===== src/design/iee_pkg.sv =====
// Shared types, constants and helpers of the infix expression evaluator.
`default_nettype none
package iee_pkg;

   localparam int STACK_DEPTH = 16;
   localparam int FRAC_BITS   = 16;
   localparam int ADDR_W      = $clog2(STACK_DEPTH);
   localparam int CNT_W       = $clog2(STACK_DEPTH + 1);
   localparam int ACC_W       = 48;
   localparam int QUEUE_DEPTH = 4;
   localparam int QPTR_W      = $clog2(QUEUE_DEPTH);
   localparam int QCNT_W      = $clog2(QUEUE_DEPTH + 1);

   localparam logic [63:0] INT_LIM = 64'h7FFF_FFFF_FFFF_FFFF >> FRAC_BITS;
   localparam logic [63:0] ACC_MAX = 64'h0000_FFFF_FFFF_FFFF;
   localparam logic [63:0] ACC_LIM = (INT_LIM > ACC_MAX) ? ACC_MAX : INT_LIM;

   typedef enum logic [2:0] {
      ST_OK       = 3'd0,
      ST_BADCHAR  = 3'd1,
      ST_DIVZERO  = 3'd2,
      ST_STACK    = 3'd3,
      ST_OVERFLOW = 3'd4
   } status_type;

   typedef enum logic [1:0] {
      OP_ADD = 2'd0,
      OP_SUB = 2'd1,
      OP_MUL = 2'd2,
      OP_DIV = 2'd3
   } op_type;

   typedef enum logic [1:0] {
      TK_DIGIT = 2'd0,
      TK_SPACE = 2'd1,
      TK_OPER  = 2'd2,
      TK_BAD   = 2'd3
   } tok_kind_type;

   typedef struct packed {
      tok_kind_type kind;
      logic [3:0]   val;   // digit value or operator code
      logic         last;
   } tok_type;

   typedef struct packed {
      logic        ovf;
      logic [63:0] val;
   } signed_res_type;

   // Apply a sign to a magnitude, flagging results outside the signed range.
   function automatic signed_res_type from_magnitude(input logic neg, input logic [63:0] m);
      signed_res_type r;
      r.ovf = 1'b0;
      r.val = 64'd0;
      if (neg) begin
         if (m > 64'h8000_0000_0000_0000) r.ovf = 1'b1;
         else r.val = 64'd0 - m;
      end else begin
         if (m[63]) r.ovf = 1'b1;
         else r.val = m;
      end
      return r;
   endfunction

   function automatic logic [63:0] magnitude(input logic [63:0] v);
      return v[63] ? (64'd0 - v) : v;
   endfunction

endpackage
`default_nettype wire


===== src/design/iee_front.sv =====
// Front end: registers each character and classifies it into a token.
`default_nettype none
module iee_front (
   input  wire logic            clock,
   input  wire logic            reset,
   input  wire logic            req_valid,
   output logic                 req_stall,
   input  wire logic [7:0]      req_char_code,
   input  wire logic            req_last_char,
   output logic                 tok_push,
   output iee_pkg::tok_type     tok_out,
   input  wire logic            tok_full
);

   logic             vld_ff, vld_in;
   iee_pkg::tok_type tok_ff, tok_in;
   logic             take;

   assign tok_push  = vld_ff && !tok_full;
   assign req_stall = vld_ff && tok_full;
   assign take      = req_valid && !req_stall;
   assign tok_out   = tok_ff;

   always_comb begin
      tok_in.last = req_last_char;
      tok_in.val  = 4'd0;
      case (req_char_code)
         8'h30, 8'h31, 8'h32, 8'h33, 8'h34, 8'h35, 8'h36, 8'h37, 8'h38, 8'h39: begin
            tok_in.kind = iee_pkg::TK_DIGIT;
            tok_in.val  = 4'(req_char_code - 8'h30);
         end
         8'h20: tok_in.kind = iee_pkg::TK_SPACE;
         8'h2B: begin
            tok_in.kind = iee_pkg::TK_OPER;
            tok_in.val  = {2'b00, iee_pkg::OP_ADD};
         end
         8'h2D: begin
            tok_in.kind = iee_pkg::TK_OPER;
            tok_in.val  = {2'b00, iee_pkg::OP_SUB};
         end
         8'h2A: begin
            tok_in.kind = iee_pkg::TK_OPER;
            tok_in.val  = {2'b00, iee_pkg::OP_MUL};
         end
         8'h2F: begin
            tok_in.kind = iee_pkg::TK_OPER;
            tok_in.val  = {2'b00, iee_pkg::OP_DIV};
         end
         default: tok_in.kind = iee_pkg::TK_BAD;
      endcase
   end

   assign vld_in = take || (vld_ff && tok_full);

   always_ff @(posedge clock) begin
      if (reset) vld_ff <= 1'b0;
      else vld_ff <= vld_in;
      if (take) tok_ff <= tok_in;
   end

endmodule
`default_nettype wire


===== config.mk =====
export PLATFORM = sky130hd
export DESIGN_NAME = iee_front
export DESIGN_NICKNAME = d
export VERILOG_FILES = /design/src/design/iee_pkg.sv /design/src/design/iee_front.sv
export SDC_FILE = /design/constraint.sdc
export NUM_CORES = 1
export LEC_CHECK = 0
export BUFFER_PORTS_ARGS = -buffer_cell sky130_fd_sc_hd__buf_2
export CAP_MARGIN = 20
export CORE_AREA = 2 2 39 41
export CTS_BUF_LIST = sky130_fd_sc_hd__clkbuf_16
export CTS_CLUSTER_DIAMETER = 60
export CTS_CLUSTER_SIZE = 40
export DETAILED_ROUTE_END_ITERATION = 16
export DIE_AREA = 0 0 41 43
export GPL_TIMING_DRIVEN = 1
export PLACE_DENSITY = 0.61
export SETUP_SLACK_MARGIN = 0.5
export SLEW_MARGIN = 10
export SYNTH_ARGS = -nofsm -noshare
export SYNTH_HDL_FRONTEND = slang
export SYNTH_SLANG_ARGS = --single-unit

===== constraint.sdc =====
create_clock -name clock -period 2.1 [get_ports clock]
set_clock_uncertainty 0.05 [all_clocks]
set_input_delay 0.21 -clock clock [delete_from_list [all_inputs] [get_ports clock]]
set_output_delay 0.21 -clock clock [all_outputs]
set_load 0.1 [all_outputs]

# Yosys cells after proc, flatten, opt, wreduce, memory -nomap -nowiden
# Cells that the tools add are included.
[totals]
in_bits = 13
elab_cells = 30
register_bits = 8
out_inout_bits = 9
[op_classes]
muxes = 2
n_addsub = 1
n_reduce_logical = 8
n_eq_ne = 15
[op_table]
columns = ["operator", "n"]
rows = [
  ["8-bit by 6-bit equality test with 1-bit output, second input constant", 15],
  ["4-bit one-hot mux with 4 select lines", 1],
  ["10-bit OR reduction", 1],
  ["2-bit one-hot mux with 3 select lines", 1],
  ["4-bit OR reduction", 1],
  ["4-bit by 1-bit subtractor with 4-bit output, second input constant", 1],
  ["1-bit logical AND", 3],
  ["1-bit zero test", 2],
  ["1-bit logical OR", 1],
]

# Logic depth before layout (Yosys ltp)
[depth]
ltp_word = 4
mapped_depth = 4
mapped_depth_nobuf = 3

# Least setup slack after synthesis
# No wires, ideal clock.
[synth_path]
path_kind = "flip-flop to output port"
start = "reg vld_ff"
end = "out tok_push"
path_slack_ns = 0.189
required_ns = 1.840
arrival_ns = 1.651
path_buffers = 0
stages_incl_launch_ff = 2
cell_sequence = "dfxtp_1 -> nor2b_1"
[synth_between]
elab_chain_len = 1
[synth_lines]
columns = ["item", "line", "text"]
rows = [
  ["start: declaration", "iee_front.sv:15", "logic vld_ff, vld_in;"],
  ["start signal: assignment", "iee_front.sv:57", "else vld_ff <= vld_in;"],
  ["1-bit logical AND", "iee_front.sv:19", "assign tok_push = vld_ff && !tok_full;"],
  ["end: declaration", "iee_front.sv:10", "output logic tok_push,"],
]
# Every way passes these cells.

# Final worst setup path
[layout_path]
start = "reg vld_ff"
end = "out req_stall"
[layout_between]
elab_chain_len = 1
[layout_lines]
columns = ["item", "line", "text"]
rows = [
  ["1-bit logical AND", "iee_front.sv:20", "assign req_stall = vld_ff && tok_full;"],
  ["end: declaration", "iee_front.sv:7", "output logic req_stall,"],
]
# Every way passes these cells.

==> metrics.csv <==
stage;metric;value;unit
floorplan;num_rows;14;
yosys;synth_fp_nets;46;
power_and_ir_drop;cellPowerDensity;1020;nW/um2
worst_setup_path;crit_end;req_stall;
worst_setup_path;reg2reg_depth;2;
sta;whs;84.3;ps
final_layout;utilization;43.1;%
cts;postCtsHoldBufs;0;
worst_setup_path;crit_arrival;1110;ps
cts;worstSkewPairLatency;230;ps
routing;ant_nets;0;
cts;clkTransAtPathRegs;30;ps
cts;htreeDepth;1;
routing;wire_per_inst;9.53;um
sta;period_share;65.1;%
routing;drt_iter0_markers;5;
yosys;seq_area_frac_synth;57.5;%
run;cap_violations;0;
placement;io_buffer_count;21;
yosys;syn_inst;33;
cts;clockBufferDepth;2;
worst_setup_path;worst_setup_path_start_kind;register;
yosys;synthesis.area;400;um2
routing;drcViolationCount;0;
yosys;synth_xor_area_share;2.19;%
worst_setup_path;cp_cell_sequence;and2_2 -> buf_2;
power_and_ir_drop;finalPower;608;uW
worst_setup_path;max_stage_delay;420;ps
power_and_ir_drop;p_leak;0.282;nW
sta;tightest_slew;535;ps
routing;finalWirelength;696;um
cts;numCtsBuffers;3;
worst_setup_path;r2r-start;vld_ff;
worst_setup_path;r2r_setup_slack;780;ps
final_layout;nNetsFinal;71;
yosys;yosys.area_share.simple;25.6;%
yosys;yosysWarnings;0;
floorplan;core;1380;um2
sta;slew_headroom;64.3;%
yosys;yosys.area.top_type;edfxtp_1;
cts;cts_root_buf;clkbuf_16;
power_and_ir_drop;vdd_drop_max;0.000309;V
global_routing;grt_max_degree;8;
floorplan;die_w;41;um
routing;num_vias;314;
sta;fmax;731;MHz
worst_setup_path;r2r-end;tok_out[5];
global_routing;globalRouteTotalUtil;9.83;%
floorplan;initial_utilization;28.9;%
final_layout;fill_cells;135;
floorplan;die-area;1760;um2
global_routing;antenna_found_initial;0;
sta;hold_violations;0;
final_layout;drive_gt1_share;50.9;%
yosys;synth-compound-area-share;8.44;%
worst_setup_path;cp-startpoint;vld_ff;
floorplan;io_pins;22;
sta;setup_tns;0;ps
yosys;ys_types;20;
worst_setup_path;required;1840;ps
yosys;synth_top_area_share;52.5;%
outcome;outcome;finished, final reports clean;
global_routing;grt_pass1_wl;1070;um
sta;finalSetupViolations;0;
worst_setup_path;critical_path.max_fanout;3;
worst_setup_path;cpMaxStageDelayCell;buf_2;
yosys;synthMuxAreaShare;2.50;%
worst_setup_path;worstSetupPathType;reg2out;
final_layout;area_growth;49.1;%
routing;drt_pass1_iterations;3;
cts;cts_sinks;8;
cts;cts-resized-gates;0;
worst_setup_path;end_kind;primary output;
cts;cts_setup_buffers;0;
yosys;synth_fa_ha_area_share;0;%
worst_hold_path;hp-class;in2reg;
sta;post-route-min-period;1370;ps
global_routing;grt_pass1_vias;265;
global_routing;gr-total-overflow;0;
routing;routed_via_density;4.30;
sta;rsz0062_at_grt;false;
yosys;ys_ff_latch;8;
sta;drv_slew;0;
placement;gp_congestion;0.631;
final_layout;num_antenna_cells;0;
yosys;syn_avg_cell_area;12.1;um2
yosys;synth_top_family_by_area;simple AND/OR/NAND/NOR gates;
cts;cts_tree;yes;
floorplan;die_h;43;um
yosys;synth.area.top_cells;edfxtp_1 53%, dfxtp_1 5.0%, nor2_1 4.7%;
==> routing by layer <==
metal / track usage (%) / share of wire, % / wire, um
met4: 12.0 / 2.7 / 19
met3: 3.14 / 7.9 / 55
met2: 11.6 / 45 / 312
met1: 11.9 / 44 / 309
met5: 0 / 0 / 0
==> layout make-up <==
type	count	area (um2)	share of cell area, %
Clock buffer	3	75.1	12.6
Multi-Input combinational cell	23	159	26.6
Clock inverter	1	3.75	0.629
Timing Repair Buffer	21	105	17.6
Inverter	1	3.75	0.629
Sequential cell	8	230	38.6
Tap cell	16	20.0	3.35
==> synthesized netlist by cell type, drive strengths merged <==
cell,count
mux2i,1
dfxtp,1
and3,1
o211a,1
and4,1
and2,2
and4b,1
nor2,5
nor3b,1
buf,1
nor4,1
edfxtp,7
nor2b,2
inv,1
xor2,1
o21ai,4
nand2b,2
==> metrics by stage <==
stage | instances | area [um2] | worst slack, ps
after detailed placement | 69 | 518 | 710
after floorplan | 33 | 404 | 610
after CTS | 73 | 597 | 721
after global placement | 69 | 518 | 742
after global routing | 73 | 597 | 685
final | 73 | 597 | 732
==> logic make-up (layout without fill, tap and decap cells) <==
group,after synthesis,after routing
AOI/OAI and AO/OA,5,5
xor gates and xnor gates,1,1
buffers and inverters,2,26
DFF,8,8
muxes,1,1
and+or+nand+nor,16,16
==> how the worst min path moves through the flow <==
stage                from     end  slack [ps]  cells past startpoint
finish              reset  vld_ff          80                      2
global route        reset  vld_ff          80                      2
CTS                 reset  vld_ff          90                      2
detailed placement  reset  vld_ff         320                      2
global placement    reset  vld_ff         320                      2
floorplan           reset  vld_ff         230                      1
==> worst max-delay path, delay by kind of cell (launching register included) <==
kind	cells	cell delay [ps]
buf+inv	1	420
flops	1	310
simple gates	1	150
==> registers in the layout, indices dropped and copies added, names as in the netlist <==
name and count:
tok_out 7, vld_ff 1
==> cells in the final DEF, fill, tap and decap left out <==
master,synthesis,layout
buf_2,0,21
edfxtp_1,7,7
nor2_1,5,5
clkbuf_16,0,3
nand2b_1,2,2
o21ai_1,2,2
inv_1,1,2
nor3b_2,1,1
and4_1,1,1
o21ai_2,1,1
and2_4,1,1
mux2i_1,1,1
and4b_1,1,1
o211a_1,1,1
nor4_1,1,1
xor2_1,1,1
o21ai_0,1,1
and3_1,1,1
nor2b_2,0,1
and2_2,0,1
nor2b_1,2,1
dfxtp_1,1,1
==> power by group <==
group	switching (mW)	internal [mW]
clock network	0.0704	0.247
logic	0.0827	0.0236
registers	0.00152	0.182
(Power assumes the default switching activity.)
