<file path="config.mk">
export PLATFORM = sky130hd
export DESIGN_NAME = iee_fifo
export DESIGN_NICKNAME = d
export VERILOG_FILES = /design/src/design/iee_pkg.sv /design/src/design/iee_fifo.sv
export SDC_FILE = /design/constraint.sdc
export NUM_CORES = 1
export LEC_CHECK = 0
export ABC_AREA = 1
export ABC_CLOCK_PERIOD_IN_PS = 1600
export BUFFER_PORTS_ARGS = -buffer_cell sky130_fd_sc_hd__buf_2
export CORE_UTILIZATION = 50
export CTS_CLUSTER_SIZE = 10
export DETAILED_ROUTE_END_ITERATION = 7
export GPL_ROUTABILITY_DRIVEN = 0
export PLACE_DENSITY = 0.73
export SYNTH_ARGS = -nofsm -noshare
export SYNTH_HDL_FRONTEND = slang
export SYNTH_SLANG_ARGS = --single-unit
</file>
<file path="constraint.sdc">
create_clock -name clock -period 1.6 [get_ports clock]
set_input_delay 0.16 -clock clock [delete_from_list [all_inputs] [get_ports clock]]
set_output_delay 0.16 -clock clock [all_outputs]
set_load 0.01 [all_outputs]
</file>
<file path="src/design/iee_pkg.sv">
// Shared types, constants and helpers of the infix expression evaluator.
`default_nettype none
package iee_pkg;

   localparam int STACK_DEPTH = 16;
   localparam int FRAC_BITS   = 16;
   localparam int ADDR_W      = $clog2(STACK_DEPTH);
   localparam int CNT_W       = $clog2(STACK_DEPTH + 1);
   localparam int ACC_W       = 48;
   localparam int QUEUE_DEPTH = 4;
   localparam int QPTR_W      = $clog2(QUEUE_DEPTH);
   localparam int QCNT_W      = $clog2(QUEUE_DEPTH + 1);

   localparam logic [63:0] INT_LIM = 64'h7FFF_FFFF_FFFF_FFFF >> FRAC_BITS;
   localparam logic [63:0] ACC_MAX = 64'h0000_FFFF_FFFF_FFFF;
   localparam logic [63:0] ACC_LIM = (INT_LIM > ACC_MAX) ? ACC_MAX : INT_LIM;

   typedef enum logic [2:0] {
      ST_OK       = 3'd0,
      ST_BADCHAR  = 3'd1,
      ST_DIVZERO  = 3'd2,
      ST_STACK    = 3'd3,
      ST_OVERFLOW = 3'd4
   } status_type;

   typedef enum logic [1:0] {
      OP_ADD = 2'd0,
      OP_SUB = 2'd1,
      OP_MUL = 2'd2,
      OP_DIV = 2'd3
   } op_type;

   typedef enum logic [1:0] {
      TK_DIGIT = 2'd0,
      TK_SPACE = 2'd1,
      TK_OPER  = 2'd2,
      TK_BAD   = 2'd3
   } tok_kind_type;

   typedef struct packed {
      tok_kind_type kind;
      logic [3:0]   val;   // digit value or operator code
      logic         last;
   } tok_type;

   typedef struct packed {
      logic        ovf;
      logic [63:0] val;
   } signed_res_type;

   // Apply a sign to a magnitude, flagging results outside the signed range.
   function automatic signed_res_type from_magnitude(input logic neg, input logic [63:0] m);
      signed_res_type r;
      r.ovf = 1'b0;
      r.val = 64'd0;
      if (neg) begin
         if (m > 64'h8000_0000_0000_0000) r.ovf = 1'b1;
         else r.val = 64'd0 - m;
      end else begin
         if (m[63]) r.ovf = 1'b1;
         else r.val = m;
      end
      return r;
   endfunction

   function automatic logic [63:0] magnitude(input logic [63:0] v);
      return v[63] ? (64'd0 - v) : v;
   endfunction

endpackage
`default_nettype wire

</file>
<file path="src/design/iee_fifo.sv">
// Token queue between the front end and the evaluation engine.
`default_nettype none
module iee_fifo (
   input  wire logic                 clock,
   input  wire logic                 reset,
   input  wire logic                 push,
   input  wire iee_pkg::tok_type     push_tok,
   output logic                      full,
   input  wire logic                 pop,
   output iee_pkg::tok_type          head,
   output logic                      empty
);

   iee_pkg::tok_type                  slot_ff [iee_pkg::QUEUE_DEPTH];
   logic [iee_pkg::QPTR_W-1:0]        wr_ff, wr_in, rd_ff, rd_in;
   logic [iee_pkg::QCNT_W-1:0]        cnt_ff, cnt_in;
   logic                              do_push, do_pop;

   assign full    = cnt_ff == iee_pkg::QCNT_W'(iee_pkg::QUEUE_DEPTH);
   assign empty   = cnt_ff == '0;
   assign do_push = push && !full;
   assign do_pop  = pop && !empty;
   assign head    = slot_ff[rd_ff];

   assign wr_in  = do_push ? wr_ff + 1'b1 : wr_ff;
   assign rd_in  = do_pop ? rd_ff + 1'b1 : rd_ff;
   assign cnt_in = cnt_ff + iee_pkg::QCNT_W'(do_push) - iee_pkg::QCNT_W'(do_pop);

   always_ff @(posedge clock) begin
      if (reset) begin
         wr_ff  <= '0;
         rd_ff  <= '0;
         cnt_ff <= '0;
      end else begin
         wr_ff  <= wr_in;
         rd_ff  <= rd_in;
         cnt_ff <= cnt_in;
      end
      if (do_push) slot_ff[wr_ff] <= push_tok;
   end

endmodule
`default_nettype wire

</file>
# Yosys cells after proc, flatten, opt, wreduce, memory -nomap -nowiden
# Memory sizes are Yosys's and may differ from the RTL's. A register that Yosys moved wholly into a read port is not among the register bits.
# Index checks and enable logic that the tools add are counted.
[word_totals]
ramBits = 28
memories = 1
reg_bits = 7
in_bits = 11
[op_classes]
n_reduce_logical = 5
addsub = 4
muxes = 4
n_eq_ne = 1
[memory_table]
columns = ["memory", "depth", "width", "read_ports", "rd_ports_with_merged_regs", "write_ports", "line", "rtl"]
rows = [
  ["slot_ff", 4, 7, 1, 1, 1, "iee_fifo.sv:14", "iee_pkg::tok_type slot_ff [iee_pkg::QUEUE_DEPTH];"],
]
[ops]
columns = ["cell", "n"]
rows = [
  ["adder 2 x 1 -> 2 bit (second input constant)", 2],
  ["2-to-1 mux 2 bit", 2],
  ["adder 3 x 1 -> 3 bit", 1],
  ["equality test 3 bit (second input constant)", 1],
  ["zero test 3 bit", 1],
  ["subtractor 3 x 1 -> 3 bit", 1],
  ["logical AND 1 bit", 2],
  ["zero test 1 bit", 2],
  ["2-to-1 mux 1 bit", 2],
]

# Logic depth before layout (Yosys ltp)
[logic_depth]
depth_word = 5
ltp_mapped = 11

# Worst setup path after synthesis
# Ideal clock, no wire load.
[synth_path]
kind = "register to register"
startpoint = "reg cnt_ff[1] (netlist name)"
endpoint = "reg cnt_ff[2] (netlist name)"
path_slack_ps = -215
t_arrival_ps = 1700
setup_ps = 115
required_time_ps = 1485
path_stages_with_launch = 11
path_buffers = 0
cell_sequence = "dfxtp_1 -> nor2_1 -> nand2_1 -> inv_1 -> nor2_1 -> ha_1 -> inv_1 -> ha_1 -> fa_1 -> a21oi_1 -> nor2_1"
[synth_via]
elab_cells_between_ends = 8
[synth_rtl]
columns = ["element", "line", "rtl"]
rows = [
  ["from (decl)", "iee_fifo.sv:16", "logic [iee_pkg::QCNT_W-1:0] cnt_ff, cnt_in;"],
  ["from (signal assigned)", "iee_fifo.sv:37", "cnt_ff <= cnt_in;"],
  ["zero test 3 bit", "iee_fifo.sv:20", "assign empty = cnt_ff == '0;"],
  ["named net empty", "iee_fifo.sv:11", "output logic empty"],
  ["zero test 1 bit", "iee_fifo.sv:22", "assign do_pop = pop && !empty;"],
  ["logical AND 1 bit", "iee_fifo.sv:22", ""],
  ["named net do_pop", "iee_fifo.sv:17", "logic do_push, do_pop;"],
  ["subtractor 3 x 1 -> 3 bit", "iee_fifo.sv:27", "assign cnt_in = cnt_ff + iee_pkg::QCNT_W'(do_push) - iee_pkg::QCNT_W'(do_pop);"],
]
# The timed path passes the listed nets, and every way through them passes these cells.
# A chain may end at the register's enable or synchronous reset.

# Final worst setup path
[layout_path]
startpoint = "reg cnt_ff[0] (netlist name)"
endpoint = "reg cnt_ff[1] (netlist name)"
[layout_via]
elab_cells_between_ends = 8
[layout_rtl]
columns = ["element", "line"]
rows = [
  ["zero test 3 bit", "iee_fifo.sv:20"],
  ["zero test 1 bit", "iee_fifo.sv:22"],
  ["logical AND 1 bit", "iee_fifo.sv:22"],
  ["named net do_pop", "iee_fifo.sv:17"],
  ["subtractor 3 x 1 -> 3 bit", "iee_fifo.sv:27"],
  ["named net cnt_in, one bit", "iee_fifo.sv:16"],
]
# The timed path passes the listed nets, and every way through them passes these cells.

==> impl_metrics.tcl <==
set metrics [dict create \
    drv_slew 0 \
    yosys.area.top_type_share_pct 54.9 \
    drc 5 \
    worstSetupStartpointType "flop" \
    crit_slowest_cell "fa_2" \
    gr-total-overflow 0 \
    cts-buffers-inserted 5 \
    end_kind "flop" \
    setup_viol 2 \
    min_to "slot_ff[1][2]$_DFFE_PP_" \
    tightest_slew_ps 256 \
    outcome "finished with violations" \
    grt_max_degree 15 \
    final_nets 194 \
    ys_seq_area_share_pct 66.7 \
    synth_commonest_cells "28 x edfxtp_1, 28 x nor2_1, 19 x inv_1" \
    cp_num_buf_inv 3 \
    ff2ff_path_depth 10 \
    post_drt_wl_per_cell_um 15.1 \
    hold_path_class "in -> reg" \
    io_pins 20 \
    initial_core_util_pct 54.1 \
    drt-initial-drc-count 48 \
    design_area_mm2 0.00187 \
    arrival_ps 2110 \
    num_antenna_cells 0 \
    syn_inst 136 \
    crit_required_ps 1880 \
    dp_hpwl_um 2070 \
    synth_edf_count 28 \
    cts_sinks 37 \
    setup_slack_ps -231 \
    crit_fanout 2 \
    syn_area_mm2 0.00153 \
    cts_tree "yes" \
    drtPass1Iterations 6 \
    grt_pass1_wl_um 4930 \
    die_h_um 57.3 \
    gr-usage-all-layers_pct 21.6 \
    rsz0062_at_grt "true" \
    die-area_mm2 0.00329 \
    met3_length_um 140 \
    hold_path_depth 1 \
    yosys.cell_types.count 15 \
    wirelength_um 3140 \
    area_growth_pct 22.2 \
    htree_levels 2 \
    async_flop_share_pct 0 \
    yosysWarnings 0 \
    syn_nets 154 \
    crit_chain "nor2_4 > nand2_2 > inv_2 > nor2_2 > ha_1 > inv_1 > ha_2 > fa_2 > inv_2 > nor2_2" \
    dr_wl_met2_um 1700 \
    reg2reg_to "cnt_ff[1]$_SDFF_PP0_" \
    cts_buffer_depth 2 \
    synth_seq_cells 37 \
    wl_met1_um 1250 \
    avgViaCountPerCell 5.27 \
    clock.fmax_ghz 0.546 \
    path_class "reg -> reg" \
    peakVddDrop_mv 1.01 \
    highest-signal-layer "met4" \
    maxCapViolations 0 \
    portBuffers 19 \
    finClkSkew_ps 15.5 \
    cp_top_family "adder cells" \
    reg2reg_from "cnt_ff[0]$_SDFF_PP0_" \
    fp.coreArea_mm2 0.00283 \
    cp.depth 10 \
    finalHoldViolCount 0 \
    yosysTopAreaCell "edfxtp_1" \
    dr_total_vias 1097 \
    place_area_mm2 0.00174 \
    avgSynthCellArea_um2 11.3 \
    fin_setup_tns_ps -350 \
    root_buffer "clkbuf_4" \
    drive_gt1_share_pct 33.3 \
    ant_nets 0 \
    antenna_found_initial 0 \
    finalCritPeriodShare_pct 114 \
    slowest_delay_ps 530 \
    slew_headroom_pct 82.9 \
    ys.flop_type "edfxtp_1" \
    power.density_mw_per_mm2 1590 \
    die_w_um 57.3 \
    r2r_setup_slack_ps -230 \
    grt_pass1_vias 1093 \
    synth_area_leaders "edfxtp_1 55%, dfxtp_1 12%, nor2_1 6.9%" \
    clk_latency_ps 350 \
    period_needed_ps 1830 \
    leakage_nw 0.782 \
    std_cell_rows 19 \
    cts.clk_slew.worst_paths_ps 120 \
    violations "design-rule violations, negative setup slack" \
    min_from "push_tok[2]" \
]
==> per-stage QoR <==
stage	instances	util (%)	worst slack [ps]	hold WS (ps)	power [W]
detailed placement	195	61.4	-211	354	0.00228
floorplan	136	-	-167	224	0.00189
finish	208	66.1	-231	25.7	0.00298
global placement	195	61.4	-121	342	0.00222
CTS	206	64.8	-208	22.9	0.00286
global route	208	66.1	-296	10.4	0.00316
==> cells in the final DEF (no fill, tap or decap), types with 2 or more instances in the layout <==
| cell | count |
|---|---|
| nor2_1 | 25 |
| inv_2 | 3 |
| dfxtp_4 | 3 |
| dfxtp_1 | 5 |
| a21oi_1 | 4 |
| buf_2 | 19 |
| inv_1 | 16 |
| o21ai_0 | 8 |
| o21ai_1 | 4 |
| buf_4 | 15 |
| nand3_1 | 3 |
| nand2_2 | 2 |
| clkbuf_4 | 5 |
| clkbuf_1 | 2 |
| o22ai_1 | 7 |
| ha_1 | 5 |
| nand2_1 | 10 |
| o21ai_2 | 2 |
| nor2_2 | 2 |
| edfxtp_1 | 28 |
==> layer usage <==
| metal | global-route usage (%) | vias up |
|---|---|---|
| met1 | 23.0 | 530 |
| met3 | 7.48 | 5 |
| met4 | 9.41 | 0 |
| met2 | 38.8 | 24 |
| li1 | - | 538 |
| met5 | 0 | - |
==> area by class of cell <==
| class | count | area [µm²] |
|---|---|---|
| fill | 209 | 958 |
| inverter | 20 | 78.8 |
| sequential | 37 | 1030 |
| tap | 31 | 38.8 |
| timing repair buffer | 35 | 218 |
| clock buffer | 8 | 58.8 |
| multi-input combinational | 77 | 443 |
==> power by group <==
part / switching (W) / total (W) / internal (W)
Sequential: 0.000106 / 0.00131 / 0.00120
Clock: 0.000297 / 0.000514 / 0.000217
Combinational: 0.000624 / 0.00116 / 0.000533
Total: 0.00103 / 0.00298 / 0.00195
==> how the worst max path moves through the flow <==
| stage | from | to | slack (ps) |
|---|---|---|---|
| after global routing | cnt_ff[0]$_SDFF_PP0_ | cnt_ff[1]$_SDFF_PP0_ | -300 |
| after global placement | cnt_ff[0]$_SDFF_PP0_ | cnt_ff[1]$_SDFF_PP0_ | -120 |
| after CTS | cnt_ff[1]$_SDFF_PP0_ | cnt_ff[1]$_SDFF_PP0_ | -210 |
| after detailed placement | cnt_ff[0]$_SDFF_PP0_ | cnt_ff[1]$_SDFF_PP0_ | -210 |
| after floorplan | cnt_ff[0]$_SDFF_PP0_ | cnt_ff[1]$_SDFF_PP0_ | -170 |
| final | cnt_ff[0]$_SDFF_PP0_ | cnt_ff[1]$_SDFF_PP0_ | -230 |
==> sequential cells by signal, summed over array words and instances (netlist names), named ones only <==
name and cells:
wr_ff 2, cnt_ff 3, slot_ff 28, rd_ff 2
==> cell families after synthesis <==
| family | count (synthesis) | synth area share (%) |
|---|---|---|
| AND/OR/NAND/NOR | 44 | 11.1 |
| adder cells (fa/ha/maj) | 7 | 6.21 |
| AO/OA/AOI/OAI | 26 | 9.57 |
| flip-flops | 37 | 66.7 |
| buffers and inverters | 22 | 6.38 |
==> repair_timing <==
action / 4_1_cts / 5_1_grt
hold endpoints to repair: 2 / 0
hold buffers: 1 / 0
pin swaps: 6 / 2
setup buffers: 2 / 2
setup endpoints to repair: 8 / 5
gates resized for setup: 5 / 8
No activity file was read; power rests on OpenSTA's default activity.
